## src/sv/u16to8_pkg.sv

```systemverilog
`timescale 1ns / 1ps
`default_nettype none
// ---------------------------------------------------------------------------
// u16to8_pkg
// shared types, constants and the utf-8 encoder for the utf-16 transcoder
// ---------------------------------------------------------------------------
package u16to8_pkg;

  localparam int UNIT_W   = 16;
  localparam int BYTE_W   = 8;
  localparam int CAP_W    = 16;
  localparam int CHAR_W   = 21;
  localparam int NCHAR_W  = 3;
  localparam int HIGH_W   = 10;

  localparam int QDEPTH   = 4;
  localparam int QPTR_W   = $clog2(QDEPTH);
  localparam int QCNT_W   = $clog2(QDEPTH + 1);

  localparam logic [CAP_W-1:0]  CAP_RESET  = 16'hffff;
  localparam logic [UNIT_W-1:0] HI_FIRST   = 16'hd800;
  localparam logic [UNIT_W-1:0] HI_LAST    = 16'hdbff;
  localparam logic [UNIT_W-1:0] LO_FIRST   = 16'hdc00;
  localparam logic [UNIT_W-1:0] LO_LAST    = 16'hdfff;
  localparam logic [CHAR_W-1:0] SUPP_BASE  = 21'h010000;
  localparam logic [CHAR_W-1:0] REPL_CHAR  = 21'h00fffd;
  localparam logic [BYTE_W-1:0] NUL_BYTE   = 8'h00;

  typedef logic [3:0][BYTE_W-1:0] byte_vec_t;

  typedef struct packed {
    byte_vec_t          bytes;
    logic [NCHAR_W-1:0] n;
  } enc_t;

  // one queue entry: the character bytes and an optional terminator after them
  typedef struct packed {
    byte_vec_t          bytes;
    logic [NCHAR_W-1:0] nchar;
    logic               eos;
  } job_t;

  typedef struct packed {
    logic push;
    job_t job;
  } job_wr_t;

  function automatic enc_t utf8_encode(input logic [CHAR_W-1:0] c);
    enc_t e;
    e.bytes = '0;
    if (c < 21'h000080) begin
      e.bytes[0] = {1'b0, c[6:0]};
      e.n        = 3'd1;
    end else if (c < 21'h000800) begin
      e.bytes[0] = {3'b110, c[10:6]};
      e.bytes[1] = {2'b10, c[5:0]};
      e.n        = 3'd2;
    end else if (c < 21'h010000) begin
      e.bytes[0] = {4'b1110, c[15:12]};
      e.bytes[1] = {2'b10, c[11:6]};
      e.bytes[2] = {2'b10, c[5:0]};
      e.n        = 3'd3;
    end else begin
      e.bytes[0] = {5'b11110, c[20:18]};
      e.bytes[1] = {2'b10, c[17:12]};
      e.bytes[2] = {2'b10, c[11:6]};
      e.bytes[3] = {2'b10, c[5:0]};
      e.n        = 3'd4;
    end
    return e;
  endfunction

endpackage
`default_nettype wire

```

## src/sv/utf16_to_utf8_transcoder.sv

```systemverilog
`timescale 1ns / 1ps
`default_nettype none
// ---------------------------------------------------------------------------
// utf16_to_utf8_transcoder
// utf-16 code units in, utf-8 bytes out, with capacity limit and terminator
// ---------------------------------------------------------------------------
// A code unit is taken in the cycle it is pushed while full is low; the front
// part pairs surrogates, encodes the character and checks it against the
// capacity in that cycle and writes the result into a four-entry job queue.
// The back part drains that queue at one output word per cycle while out_pop
// keeps the output register free, so each unit holds the output for as many
// words as it yields bytes (one to four; a held high surrogate or a unit
// dropped after a stop yields none). Sustained input rate is therefore set by
// the single byte lane at the output register; full rises only when the job
// queue is full. Capacity is written through the cfg channel, always ready;
// the user must write it while the block is idle; the block does not check.
// ---------------------------------------------------------------------------
module utf16_to_utf8_transcoder (
  input  wire                             clk,
  input  wire                             rst_n,
  input  wire                             in_push,
  output logic                            in_full,
  input  wire  [u16to8_pkg::UNIT_W-1:0]   in_code_unit,
  output logic                            out_empty,
  input  wire                             out_pop,
  output logic [u16to8_pkg::BYTE_W-1:0]   out_byte,
  output logic                            out_last_of_run,
  output logic                            out_end_of_string,
  input  wire                             cfg_valid,
  output logic                            cfg_ready,
  input  wire  [u16to8_pkg::CAP_W-1:0]    cfg_out_capacity
);
  import u16to8_pkg::*;

  job_wr_t q_wr;
  job_t    q_data;
  logic    q_full, q_empty, q_pop;

  u16to8_front u_front (
    .clk              (clk),
    .rst_n            (rst_n),
    .in_push          (in_push),
    .in_full          (in_full),
    .in_code_unit     (in_code_unit),
    .cfg_valid        (cfg_valid),
    .cfg_ready        (cfg_ready),
    .cfg_out_capacity (cfg_out_capacity),
    .q_full           (q_full),
    .q_wr             (q_wr)
  );

  u16to8_queue u_queue (
    .clk     (clk),
    .rst_n   (rst_n),
    .q_wr    (q_wr),
    .q_full  (q_full),
    .q_pop   (q_pop),
    .q_empty (q_empty),
    .q_data  (q_data)
  );

  u16to8_back u_back (
    .clk               (clk),
    .rst_n             (rst_n),
    .q_empty           (q_empty),
    .q_data            (q_data),
    .q_pop             (q_pop),
    .out_empty         (out_empty),
    .out_pop           (out_pop),
    .out_byte          (out_byte),
    .out_last_of_run   (out_last_of_run),
    .out_end_of_string (out_end_of_string)
  );

endmodule
`default_nettype wire

```

## src/sv/u16to8_front.sv

```systemverilog
`timescale 1ns / 1ps
`default_nettype none
// ---------------------------------------------------------------------------
// u16to8_front
// accepts code units, pairs surrogates, encodes and checks capacity
// ---------------------------------------------------------------------------
module u16to8_front (
  input  wire                               clk,
  input  wire                               rst_n,
  input  wire                               in_push,
  output logic                              in_full,
  input  wire  [u16to8_pkg::UNIT_W-1:0]     in_code_unit,
  input  wire                               cfg_valid,
  output logic                              cfg_ready,
  input  wire  [u16to8_pkg::CAP_W-1:0]      cfg_out_capacity,
  input  wire                               q_full,
  output u16to8_pkg::job_wr_t               q_wr
);
  import u16to8_pkg::*;

  logic [CAP_W-1:0]  capacity_r;
  logic [HIGH_W-1:0] pending_high_r, pending_high_nxt;
  logic              pending_valid_r, pending_valid_nxt;
  logic [CAP_W-1:0]  bytes_written_r, bytes_written_nxt;
  logic              stopped_r, stopped_nxt;

  logic              accept;
  logic              is_zero, is_hi, is_lo;
  logic              want;
  logic [CHAR_W-1:0] ch;
  logic [CHAR_W-1:0] pair;
  enc_t              enc;
  logic [CAP_W:0]    sum;
  logic              fits, emit, fail;

  assign in_full   = q_full;
  assign cfg_ready = 1'b1;
  assign accept    = in_push && !q_full;

  assign is_zero = (in_code_unit == '0);
  assign is_hi   = (in_code_unit >= HI_FIRST) && (in_code_unit <= HI_LAST);
  assign is_lo   = (in_code_unit >= LO_FIRST) && (in_code_unit <= LO_LAST);
  assign pair    = {1'b0, pending_high_r, in_code_unit[HIGH_W-1:0]} + SUPP_BASE;

  always_comb begin
    want = 1'b0;
    ch   = REPL_CHAR;
    priority if (is_zero) begin
      want = pending_valid_r;
    end else if (stopped_r) begin
      want = 1'b0;
    end else if (pending_valid_r) begin
      want = 1'b1;
      ch   = is_lo ? pair : REPL_CHAR;
    end else if (is_hi) begin
      want = 1'b0;
    end else if (is_lo) begin
      want = 1'b1;
    end else begin
      want = 1'b1;
      ch   = {{(CHAR_W-UNIT_W){1'b0}}, in_code_unit};
    end
  end

  assign enc  = utf8_encode(ch);
  assign sum  = {1'b0, bytes_written_r} + {{(CAP_W+1-NCHAR_W){1'b0}}, enc.n};
  assign fits = sum < {1'b0, capacity_r};
  assign emit = want && !stopped_r && fits;
  assign fail = want && !stopped_r && !fits;

  always_comb begin
    q_wr.push      = accept && (emit || is_zero);
    q_wr.job.bytes = enc.bytes;
    q_wr.job.nchar = emit ? enc.n : '0;
    q_wr.job.eos   = is_zero;
  end

  always_comb begin
    pending_high_nxt  = pending_high_r;
    pending_valid_nxt = pending_valid_r;
    bytes_written_nxt = bytes_written_r;
    stopped_nxt       = stopped_r;
    if (accept) begin
      priority if (is_zero) begin
        pending_high_nxt  = '0;
        pending_valid_nxt = 1'b0;
        bytes_written_nxt = '0;
        stopped_nxt       = 1'b0;
      end else if (!stopped_r) begin
        pending_valid_nxt = !pending_valid_r && is_hi;
        pending_high_nxt  = (!pending_valid_r && is_hi) ? in_code_unit[HIGH_W-1:0] : '0;
        if (emit) begin
          bytes_written_nxt = sum[CAP_W-1:0];
        end
        if (fail) begin
          stopped_nxt = 1'b1;
        end
      end
    end
  end

  always_ff @(posedge clk) begin
    if (!rst_n) begin
      capacity_r      <= CAP_RESET;
      pending_high_r  <= '0;
      pending_valid_r <= 1'b0;
      bytes_written_r <= '0;
      stopped_r       <= 1'b0;
    end else begin
      if (cfg_valid && cfg_ready) begin
        capacity_r <= cfg_out_capacity;
      end
      pending_high_r  <= pending_high_nxt;
      pending_valid_r <= pending_valid_nxt;
      bytes_written_r <= bytes_written_nxt;
      stopped_r       <= stopped_nxt;
    end
  end

`ifndef SYNTHESIS
  a_zero_clears: assert property (@(posedge clk) disable iff (!rst_n)
    accept && is_zero |=> !pending_valid_r && !stopped_r && (bytes_written_r == '0))
    else $error("terminator did not clear string state");
  a_stopped_quiet: assert property (@(posedge clk) disable iff (!rst_n)
    accept && !is_zero && stopped_r |-> !q_wr.push)
    else $error("word produced while output stopped");
`endif

endmodule
`default_nettype wire

```

## src/sv/u16to8_queue.sv

```systemverilog
`timescale 1ns / 1ps
`default_nettype none
// ---------------------------------------------------------------------------
// u16to8_queue
// small job queue between the front and back parts
// ---------------------------------------------------------------------------
module u16to8_queue (
  input  wire                  clk,
  input  wire                  rst_n,
  input  u16to8_pkg::job_wr_t  q_wr,
  output logic                 q_full,
  input  wire                  q_pop,
  output logic                 q_empty,
  output u16to8_pkg::job_t     q_data
);
  import u16to8_pkg::*;

  job_t              mem_r [QDEPTH];
  logic [QPTR_W-1:0] wr_ptr_r, rd_ptr_r;
  logic [QCNT_W-1:0] count_r, count_nxt;
  logic              do_push, do_pop;

  assign q_full  = (count_r == QCNT_W'(QDEPTH));
  assign q_empty = (count_r == '0);
  assign q_data  = mem_r[rd_ptr_r];
  assign do_push = q_wr.push && !q_full;
  assign do_pop  = q_pop && !q_empty;

  always_comb begin
    count_nxt = count_r;
    unique case ({do_push, do_pop})
      2'b10:   count_nxt = count_r + 1'b1;
      2'b01:   count_nxt = count_r - 1'b1;
      default: count_nxt = count_r;
    endcase
  end

  always_ff @(posedge clk) begin
    if (do_push) begin
      mem_r[wr_ptr_r] <= q_wr.job;
    end
  end

  always_ff @(posedge clk) begin
    if (!rst_n) begin
      wr_ptr_r <= '0;
      rd_ptr_r <= '0;
      count_r  <= '0;
    end else begin
      if (do_push) begin
        wr_ptr_r <= wr_ptr_r + 1'b1;
      end
      if (do_pop) begin
        rd_ptr_r <= rd_ptr_r + 1'b1;
      end
      count_r <= count_nxt;
    end
  end

`ifndef SYNTHESIS
  a_count_bound: assert property (@(posedge clk) disable iff (!rst_n)
    count_r <= QCNT_W'(QDEPTH))
    else $error("queue count past depth");
`endif

endmodule
`default_nettype wire

```

## src/sv/u16to8_back.sv

```systemverilog
`timescale 1ns / 1ps
`default_nettype none
// ---------------------------------------------------------------------------
// u16to8_back
// serialises queued jobs into output words, one byte per cycle unless stalled
// ---------------------------------------------------------------------------
module u16to8_back (
  input  wire                             clk,
  input  wire                             rst_n,
  input  wire                             q_empty,
  input  u16to8_pkg::job_t                q_data,
  output logic                            q_pop,
  output logic                            out_empty,
  input  wire                             out_pop,
  output logic [u16to8_pkg::BYTE_W-1:0]   out_byte,
  output logic                            out_last_of_run,
  output logic                            out_end_of_string
);
  import u16to8_pkg::*;

  job_t               job_r;
  logic               job_valid_r;
  logic [1:0]         idx_r;
  logic               out_valid_r;
  logic [BYTE_W-1:0]  byte_r;
  logic               last_r, eos_r;

  logic [NCHAR_W-1:0] total;
  logic               cur_eos, cur_last;
  logic [BYTE_W-1:0]  cur_byte;
  logic               out_load, job_done, job_take;

  assign total    = job_r.nchar + {{(NCHAR_W-1){1'b0}}, job_r.eos};
  assign cur_eos  = ({1'b0, idx_r} >= job_r.nchar);
  assign cur_byte = cur_eos ? NUL_BYTE : job_r.bytes[idx_r];
  assign cur_last = ({1'b0, idx_r} == total - 1'b1);

  assign out_load = job_valid_r && (!out_valid_r || out_pop);
  assign job_done = out_load && cur_last;
  assign job_take = !job_valid_r || job_done;
  assign q_pop    = job_take && !q_empty;

  assign out_empty         = !out_valid_r;
  assign out_byte          = byte_r;
  assign out_last_of_run   = last_r;
  assign out_end_of_string = eos_r;

  always_ff @(posedge clk) begin
    if (q_pop) begin
      job_r <= q_data;
    end
    if (out_load) begin
      byte_r <= cur_byte;
      last_r <= cur_last;
      eos_r  <= cur_eos;
    end
  end

  always_ff @(posedge clk) begin
    if (!rst_n) begin
      job_valid_r <= 1'b0;
      idx_r       <= '0;
      out_valid_r <= 1'b0;
    end else begin
      if (q_pop) begin
        job_valid_r <= 1'b1;
        idx_r       <= '0;
      end else if (job_done) begin
        job_valid_r <= 1'b0;
      end else if (out_load) begin
        idx_r <= idx_r + 1'b1;
      end
      if (out_load) begin
        out_valid_r <= 1'b1;
      end else if (out_pop) begin
        out_valid_r <= 1'b0;
      end
    end
  end

`ifndef SYNTHESIS
  a_eos_is_last: assert property (@(posedge clk) disable iff (!rst_n)
    out_valid_r && eos_r |-> last_r)
    else $error("terminator word not marked last");
`endif

endmodule
`default_nettype wire
```

## config.mk

```make
export PLATFORM = sky130hd
export DESIGN_NAME = utf16_to_utf8_transcoder
export DESIGN_NICKNAME = d
export VERILOG_FILES = /design/src/sv/u16to8_pkg.sv /design/src/sv/utf16_to_utf8_transcoder.sv /design/src/sv/u16to8_front.sv /design/src/sv/u16to8_queue.sv /design/src/sv/u16to8_back.sv
export SDC_FILE = /design/constraint.sdc
export NUM_CORES = 1
export LEC_CHECK = 0
export ABC_CLOCK_PERIOD_IN_PS = 9650
export CORE_MARGIN = 5
export CORE_UTILIZATION = 57
export DETAILED_ROUTE_END_ITERATION = 7
export DONT_BUFFER_PORTS = 1
export GPL_ROUTABILITY_DRIVEN = 1
export PLACE_DENSITY_LB_ADDON = 0.05
export SYNTH_ARGS = -nofsm -noshare
export SYNTH_HDL_FRONTEND = slang
export SYNTH_SLANG_ARGS = --single-unit
export TNS_END_PERCENT = 1
```

## constraint.sdc

```tcl
create_clock -name clk -period 9.65 [get_ports clk]
set_input_delay 0.965 -clock clk [delete_from_list [all_inputs] [get_ports clk]]
set_output_delay 0.965 -clock clk [all_outputs]
set_load 0.03 [all_outputs]
```

==> results.py, run 1 <==
metrics = {
    "setup_path": {
        "r2r_setup_slack_ps": 1810,
        "r2r_end": "u_queue.count_r[2]$_SDFFE_PN0P_",
        "worstPathArrival_ps": 8270,
        "startpoint_type": "flop",
        "crit_path_top_delay_cell": "nor4_1",
        "worstSetupPathType": "reg2reg",
        "r2r-start": "u_front.pending_high_r[6]$_SDFFE_PN0P_",
        "worst_path_largest_cell_delay_ps": 800,
        "crit_top_cell": "ha_1",
        "end_kind": "flop",
        "path_max_fanout": 17,
        "reg2reg_depth": 29,
        "worstPathRequired_ps": 10080,
    },
    "clocking": {
        "clk_pin_slew_worst_paths_ps": 60,
        "cts_tree": "built",
        "numCtsBuffers": 24,
        "cts_hold_buf": 0,
        "post_cts_buffers": 0,
        "clockBufferDepth": 3,
        "cts_resized": 0,
        "root_buffer": "clkbuf_16",
        "clock-sinks": 225,
        "insertion_delay_ps": 500,
        "htree_levels": 1,
    },
    "synthesis": {
        "synth_ff_type": "edfxtp_1",
        "async_reset_ff_frac": 0,
        "syn-num-nets": 797,
        "synth-edff-count": 170,
        "synth_top_area_share": 0.5070,
        "syn_inst": 730,
        "synth_area_leaders": "edfxtp_1 (51%), dfxtp_1 (11%), mux4_2 (8.5%)",
        "ys_ff_latch": 225,
        "ys_seq_area_frac": 0.6163,
        "avgSynthCellArea_um2": 13.79,
        "syn_area_um2": 10070,
        "synth_warnings": 0,
        "synth.distinct_cells": 72,
        "synth_top_cell_by_area": "edfxtp_1",
    },
    "die": {
        "rows": 48,
        "ioPinCount": 50,
        "die-height_um": 142.9,
        "core_area_um2": 17300,
        "initial_core_util": 0.5822,
        "die_area_um2": 20420,
        "die_x_um": 142.9,
    },
    "timing": {
        "slew_violations": 0,
        "rsz0062_at_grt": "false",
        "setup_tns_ps": 0,
        "relSlewSlack": 0.1818,
        "finalCritPeriodShare": 0.8128,
        "setup_viol": 0,
        "worst_slew_pin_slew_ps": 1225,
        "min_period_ps": 7844,
        "timing.final.ws_setup_ps": 1806,
        "hold_violations": 0,
        "fmax_ghz": 0.1275,
        "whs_ps": 488.8,
        "skew_ps": 8.313,
    },
    "placement": {
        "post-place-ws_ps": 1644,
        "routabilityCongestion": 0.8769,
        "hpwlAfterDp_um": 15070,
        "portBuffers": 0,
        "dp_cells": 929,
    },
    "route": {
        "drc": 0,
        "via_per_inst": 6.333,
        "ant_nets": 0,
        "vias": 6156,
        "drtIter0Drc": 542,
        "dr.pass1.iters": 5,
        "drt_wl_total_um": 22910,
        "wl_per_cell_um": 23.57,
    },
    "min_path": {
        "hold_path_end": "u_front.bytes_written_r[0]$_SDFFE_PN0P_",
        "worstHoldPathCells": 1,
        "hold_path.class": "reg2reg",
        "holdCritStartpoint": "u_front.bytes_written_r[0]$_SDFFE_PN0P_",
    },
    "global_route": {
        "grt_pass1_wl_um": 35940,
        "antenna_found_initial": 0,
        "grt-ovfl-total": 0,
        "first_global_vias": 6258,
        "grt_start_max_net_pins": 42,
        "grtUsageTotal": 0.2297,
    },
    "finish": {
        "drive_gt1_frac": 0.1499,
        "syn_to_final_growth_pct": 10.62,
        "final_cells": 972,
        "final_util": 0.6440,
        "antenna_cells": 0,
        "fin_nets": 797,
    },
    "outcome": {
        "outcome": "completed",
    },
    "power_and_ir_drop": {
        "total_leakage_power_uw": 0.003889,
        "power_density_nw_per_um2": 253.7,
        "ir_worst_vdd_uv": 334.8,
    },
    "flow_run": {
        "drv_cap": 0,
    },
}
[placed cells by master, fill, tap and decap left out, types with 11 or more instances in the layout]
master / instances
a21oi_1: 17
nor2_1: 37
inv_1: 36
xnor2_1: 14
nand2b_1: 11
nor3_1: 12
nand2_1: 54
ha_1: 28
mux4_2: 38
clkbuf_16: 25
edfxtp_1: 170
nor2b_1: 20
o21ai_0: 17
o211ai_1: 19
dfxtp_1: 54
nand3_1: 12
[synth_stat cells (3+ instances only)]
library cell  number
a211oi_1           8
a21boi_0           3
a21o_1             8
a21oi_1           17
a221o_1            8
a22o_1             7
a22oi_1           10
a311oi_1           3
a31oi_1            7
and2_1             9
and4_1             3
buf_1              3
buf_4              3
clkbuf_1          28
dfxtp_1           55
edfxtp_1         170
ha_1              28
inv_1             36
mux2i_1            5
mux4_2            38
nand2_1           54
nand2b_1          11
nand3_1           12
nor2_1            37
nor2b_1           24
nor3_1            12
nor3b_1            3
nor4_1             7
nor4b_1            5
o211ai_1          19
o21a_1             6
o21ai_0           17
or3_1              4
or4_1              3
xnor2_1           14
xor2_1             8
[critical path: cells and delay by family (launching register included)]
family | cells | cell delay [ps]
buffers and inverters | 4 | 680
xor gates and xnor gates | 2 | 320
AOI/OAI and AO/OA | 5 | 1380
and+or+nand+nor | 13 | 3440
DFF | 1 | 350
adders and majority gates | 5 | 1580
[power breakdown]
group	switching, uW	internal [uW]
Sequential	98.3	1240
Clock	366	607
Combinational	289	226
Total	754	2070
[state kept, by name, indices dropped and copies added, names as in the netlist]
register,count
u_back.job_valid_r,1
u_queue.rd_ptr_r,2
u_back.out_valid_r,1
u_front.pending_high_r,10
u_front.stopped_r,1
u_queue.count_r,3
u_back.out_end_of_string,1
u_back.idx_r,2
u_front.capacity_r,16
u_back.job_r,32
u_queue.wr_ptr_r,2
u_front.bytes_written_r,16
u_back.out_byte,8
u_queue.mem_r,128
u_back.out_last_of_run,1
u_front.pending_valid_r,1
[how the worst max path moves through the flow]
| stage | start | endpoint | slack (ps) | cells past startpoint |
|---|---|---|---|---|
| 2_1_floorplan | in_code_unit[9] | u_queue.mem_r[0][0]$_DFFE_PP_ | 2550 | 23 |
| 4_1_cts | u_front.pending_high_r[6]$_SDFFE_PN0P_ | u_queue.count_r[2]$_SDFFE_PN0P_ | 1870 | 29 |
| 3_3_place_gp | in_code_unit[9] | u_queue.count_r[2]$_SDFFE_PN0P_ | 1910 | 28 |
| 6_report | u_front.pending_high_r[6]$_SDFFE_PN0P_ | u_queue.count_r[2]$_SDFFE_PN0P_ | 1810 | 29 |
| 3_5_place_dp | in_code_unit[9] | u_queue.count_r[2]$_SDFFE_PN0P_ | 1640 | 28 |
| 5_1_grt | u_front.pending_high_r[6]$_SDFFE_PN0P_ | u_queue.count_r[2]$_SDFFE_PN0P_ | 1360 | 29 |
[final cells by class]
cell class	instances	area, um^2
flip-flops and latches	225	6207
inverters	39	148.9
clock inverters	17	221.5
fillers	1264	6157
well taps	225	281.5
multi-input cells	430	3576
clock buffers	26	629.4
repair buffers	10	75.07
[metrics by stage]
stage	total power, uW	instance area [um^2]
global placement	1843	10290
floorplan	1731	10070
global route	2955	11140
CTS	2855	11140
finish	2826	11140
detailed placement	1874	10290
[metal layers]
| metal | vias to the layer above | track usage | share of wire |
|---|---|---|---|
| li1 | 2784 | - | - |
| met1 | 3066 | 0.3121 | 0.41 |
| met2 | 256 | 0.3966 | 0.51 |
| met3 | 50 | 0.03382 | 0.057 |
| met4 | 0 | 0.05153 | 0.020 |
| met5 | - | 0 | 0 |
[kinds of logic after synthesis]
logic type / Yosys count / share of synthesized area
AOI/OAI and AO/OA: 134 / 0.09903
muxes: 43 / 0.08996
and+or+nand+nor: 200 / 0.1069
DFF: 225 / 0.6163
adders and majority gates: 30 / 0.03877
other: 1 / 0.0003724
buffers and inverters: 75 / 0.02957
xor gates and xnor gates: 22 / 0.01914
No activity file was read; power rests on OpenSTA's default activity.
==> run 2, diff against run 1 <==
--- a/config.mk
+++ b/config.mk
@@ -5,7 +5,7 @@
 export SDC_FILE = /design/constraint.sdc
 export NUM_CORES = 1
 export LEC_CHECK = 0
-export ABC_CLOCK_PERIOD_IN_PS = 9650
+export ABC_CLOCK_PERIOD_IN_PS = 7000
 export CORE_MARGIN = 5
 export CORE_UTILIZATION = 57
 export DETAILED_ROUTE_END_ITERATION = 7
==> constraint.sdc (replaced) <==
create_clock -name clk -period 7 [get_ports clk]
set_input_delay 0.7 -clock clk [delete_from_list [all_inputs] [get_ports clk]]
set_output_delay 0.7 -clock clk [all_outputs]
set_load 0.03 [all_outputs]
==> results.py, run 2 (synthesis results as in run 1) <==
metrics = {
    "route": {
        "wl_per_cell_um": 21.79,
        "wl_met2_um": 10380,
        "dr.pass1.iters": 5,
        "routed-wl-met3_um": 1354,
        "vias": 6014,
        "m1WireLength_um": 9067,
        "ant_nets": 0,
        "top_layer": "met4",
        "drtIter0Drc": 485,
        "drt_wl_total_um": 21310,
        "drc": 0,
        "via_per_inst": 6.149,
    },
    "timing": {
        "setup_viol": 0,
        "worst_slew_pin_slew_ps": 1167,
        "relSlewSlack": 0.2206,
        "min_period_ps": 6308,
        "skew_ps": 6.254,
        "hold_violations": 0,
        "finalCritPeriodShare": 0.9012,
        "slew_violations": 0,
        "fmax_ghz": 0.1585,
        "rsz0062_at_grt": "false",
        "setup_tns_ps": 0,
    },
    "clocking": {
        "insertion_delay_ps": 500,
        "clockBufferDepth": 3,
        "clock-sinks": 225,
        "post_cts_buffers": 0,
        "cts_tree": "built",
        "numCtsBuffers": 24,
        "cts_hold_buf": 0,
        "clk_pin_slew_worst_paths_ps": 60,
        "htree_levels": 1,
        "cts_resized": 0,
        "root_buffer": "clkbuf_16",
    },
    "power_and_ir_drop": {
        "total_leakage_power_uw": 0.003858,
        "power_density_nw_per_um2": 335.8,
        "ir_worst_vdd_uv": 301.6,
    },
    "setup_path": {
        "worstPathRequired_ps": 7420,
        "crit_family": "simple AND/OR/NAND/NOR gates",
        "worst_path_largest_cell_delay_ps": 540,
        "startpoint_type": "flop",
        "path_max_fanout": 17,
        "reg2reg_depth": 29,
        "crit_start": "u_front.pending_high_r[6]$_SDFFE_PN0P_",
        "end_kind": "flop",
        "r2r-start": "u_front.pending_high_r[6]$_SDFFE_PN0P_",
        "crit_buf_inv": 4,
        "crit_path_top_delay_cell": "a2111oi_2",
        "worstSetupPathType": "reg2reg",
        "worstPathArrival_ps": 6730,
        "r2r_setup_slack_ps": 690,
        "r2r_end": "u_queue.count_r[2]$_SDFFE_PN0P_",
        "crit_top_cell": "ha_1",
    },
    "finish": {
        "top_regs": "u_queue.mem_r (128), u_back.job_r (32)",
        "final_common_cell": "edfxtp_1",
        "syn_to_final_growth_pct": 9.965,
        "multi_input_area_um2": 3576,
        "final_cell_mix": "edfxtp_1 (170), nand2_1 (54), dfxtp_1 (54), mux4_2 (38), nor2_1 (37)",
        "largest_reg_flops": 128,
        "fin_nets": 803,
        "drive_gt1_frac": 0.1434,
        "fillers": 1269,
        "top_register": "u_queue.mem_r",
        "antenna_cells": 0,
        "design_area_um2": 11070,
        "final-seq-area_um2": 6207,
    },
    "min_path": {
        "hold_path.class": "in2reg",
        "hold_path_end": "u_front.capacity_r[0]$_SDFFE_PN1P_",
        "worstHoldPathCells": 1,
        "holdCritStartpoint": "rst_n",
    },
    "die": {
        "die_x_um": 142.9,
        "core_area_um2": 17300,
        "die_area_um2": 20420,
        "ioPinCount": 50,
        "die-height_um": 142.9,
        "rows": 48,
        "initial_core_util": 0.5822,
    },
    "global_route": {
        "grt-ovfl-total": 0,
        "grt_pass1_wl_um": 33980,
        "antenna_found_initial": 0,
        "first_global_vias": 6274,
        "grtUsageTotal": 0.2133,
        "grt_start_max_net_pins": 42,
    },
    "placement": {
        "placed_cell_area_um2": 10330,
        "hpwlAfterDp_um": 14350,
        "portBuffers": 0,
        "routabilityCongestion": 0.8966,
    },
    "flow_run": {
        "drv_cap": 0,
    },
    "outcome": {
        "outcome": "completed",
    },
}
==> run 2: changes by cell type in the layout (fill, tap and decap cells not counted), sizes merged <==
cell,change
clkbuf,+7
inv,-1
clkinvlp,-1
buf,+6
clkinv,-1
bufinv,-4
==> run 2: report_power, final <==
part           leakage [uW]  total (uW)  internal [uW]  switching [uW]
logic               0.00151         696            312             384
registers           0.00200        1840           1710             128
clock network      0.000356        1190            699             486
total               0.00386        3720           2720             998
==> run 2: how the worst max path moves through the flow <==
| stage | endpoint | slack [ps] | cells past startpoint |
|---|---|---|---|
| after floorplan | u_queue.mem_r[0][0]$_DFFE_PP_ | 170 | 23 |
| after global placement | u_queue.count_r[2]$_SDFFE_PN0P_ | 770 | 24 |
| after detailed placement | u_queue.count_r[2]$_SDFFE_PN0P_ | 650 | 24 |
| after CTS | u_queue.count_r[2]$_SDFFE_PN0P_ | 670 | 29 |
| after global routing | u_queue.count_r[2]$_SDFFE_PN0P_ | 150 | 29 |
| final | u_queue.count_r[2]$_SDFFE_PN0P_ | 690 | 29 |
==> run 2: area by class of cell <==
type | count | area share
Sequential cell | 225 | 0.5606
Multi-Input combinational cell | 430 | 0.3229
Clock buffer | 33 | 0.06011
Tap cell | 225 | 0.02542
Inverter | 39 | 0.01345
Timing Repair Buffer | 16 | 0.01085
Clock inverter | 10 | 0.006667
==> run 2: worst register-to-register path, delay by kind of cell, from the launching register on <==
kind,cells,cell delay (ps)
flip-flops,1,360
AO/OA/AOI/OAI,8,1530
buffers and inverters,4,520
AND/OR/NAND/NOR,10,1980
XOR/XNOR,2,330
adder cells (fa/ha/maj),5,1530
==> run 2: per-layer routing <==
| layer | GRT usage | up-vias |
|---|---|---|
| li1 | - | 2809 |
| met5 | 0 | - |
| met3 | 0.05693 | 46 |
| met4 | 0.06103 | 0 |
| met1 | 0.2795 | 2987 |
| met2 | 0.3541 | 172 |
==> run 2: stage by stage <==
stage / util / hold slack, ps / worst slack (ps) / power (uW) / cells
global placement: 0.5974 / 462.7 / 772.1 / 2552 / 935
floorplan: - / 442.7 / 167.1 / 2386 / 730
global route: 0.6402 / 266.6 / 153.4 / 3899 / 978
finish: 0.6402 / 299.6 / 691.9 / 3718 / 978
CTS: 0.6402 / 257.6 / 673.4 / 3766 / 978
detailed placement: 0.5974 / 468.3 / 647.7 / 2579 / 935
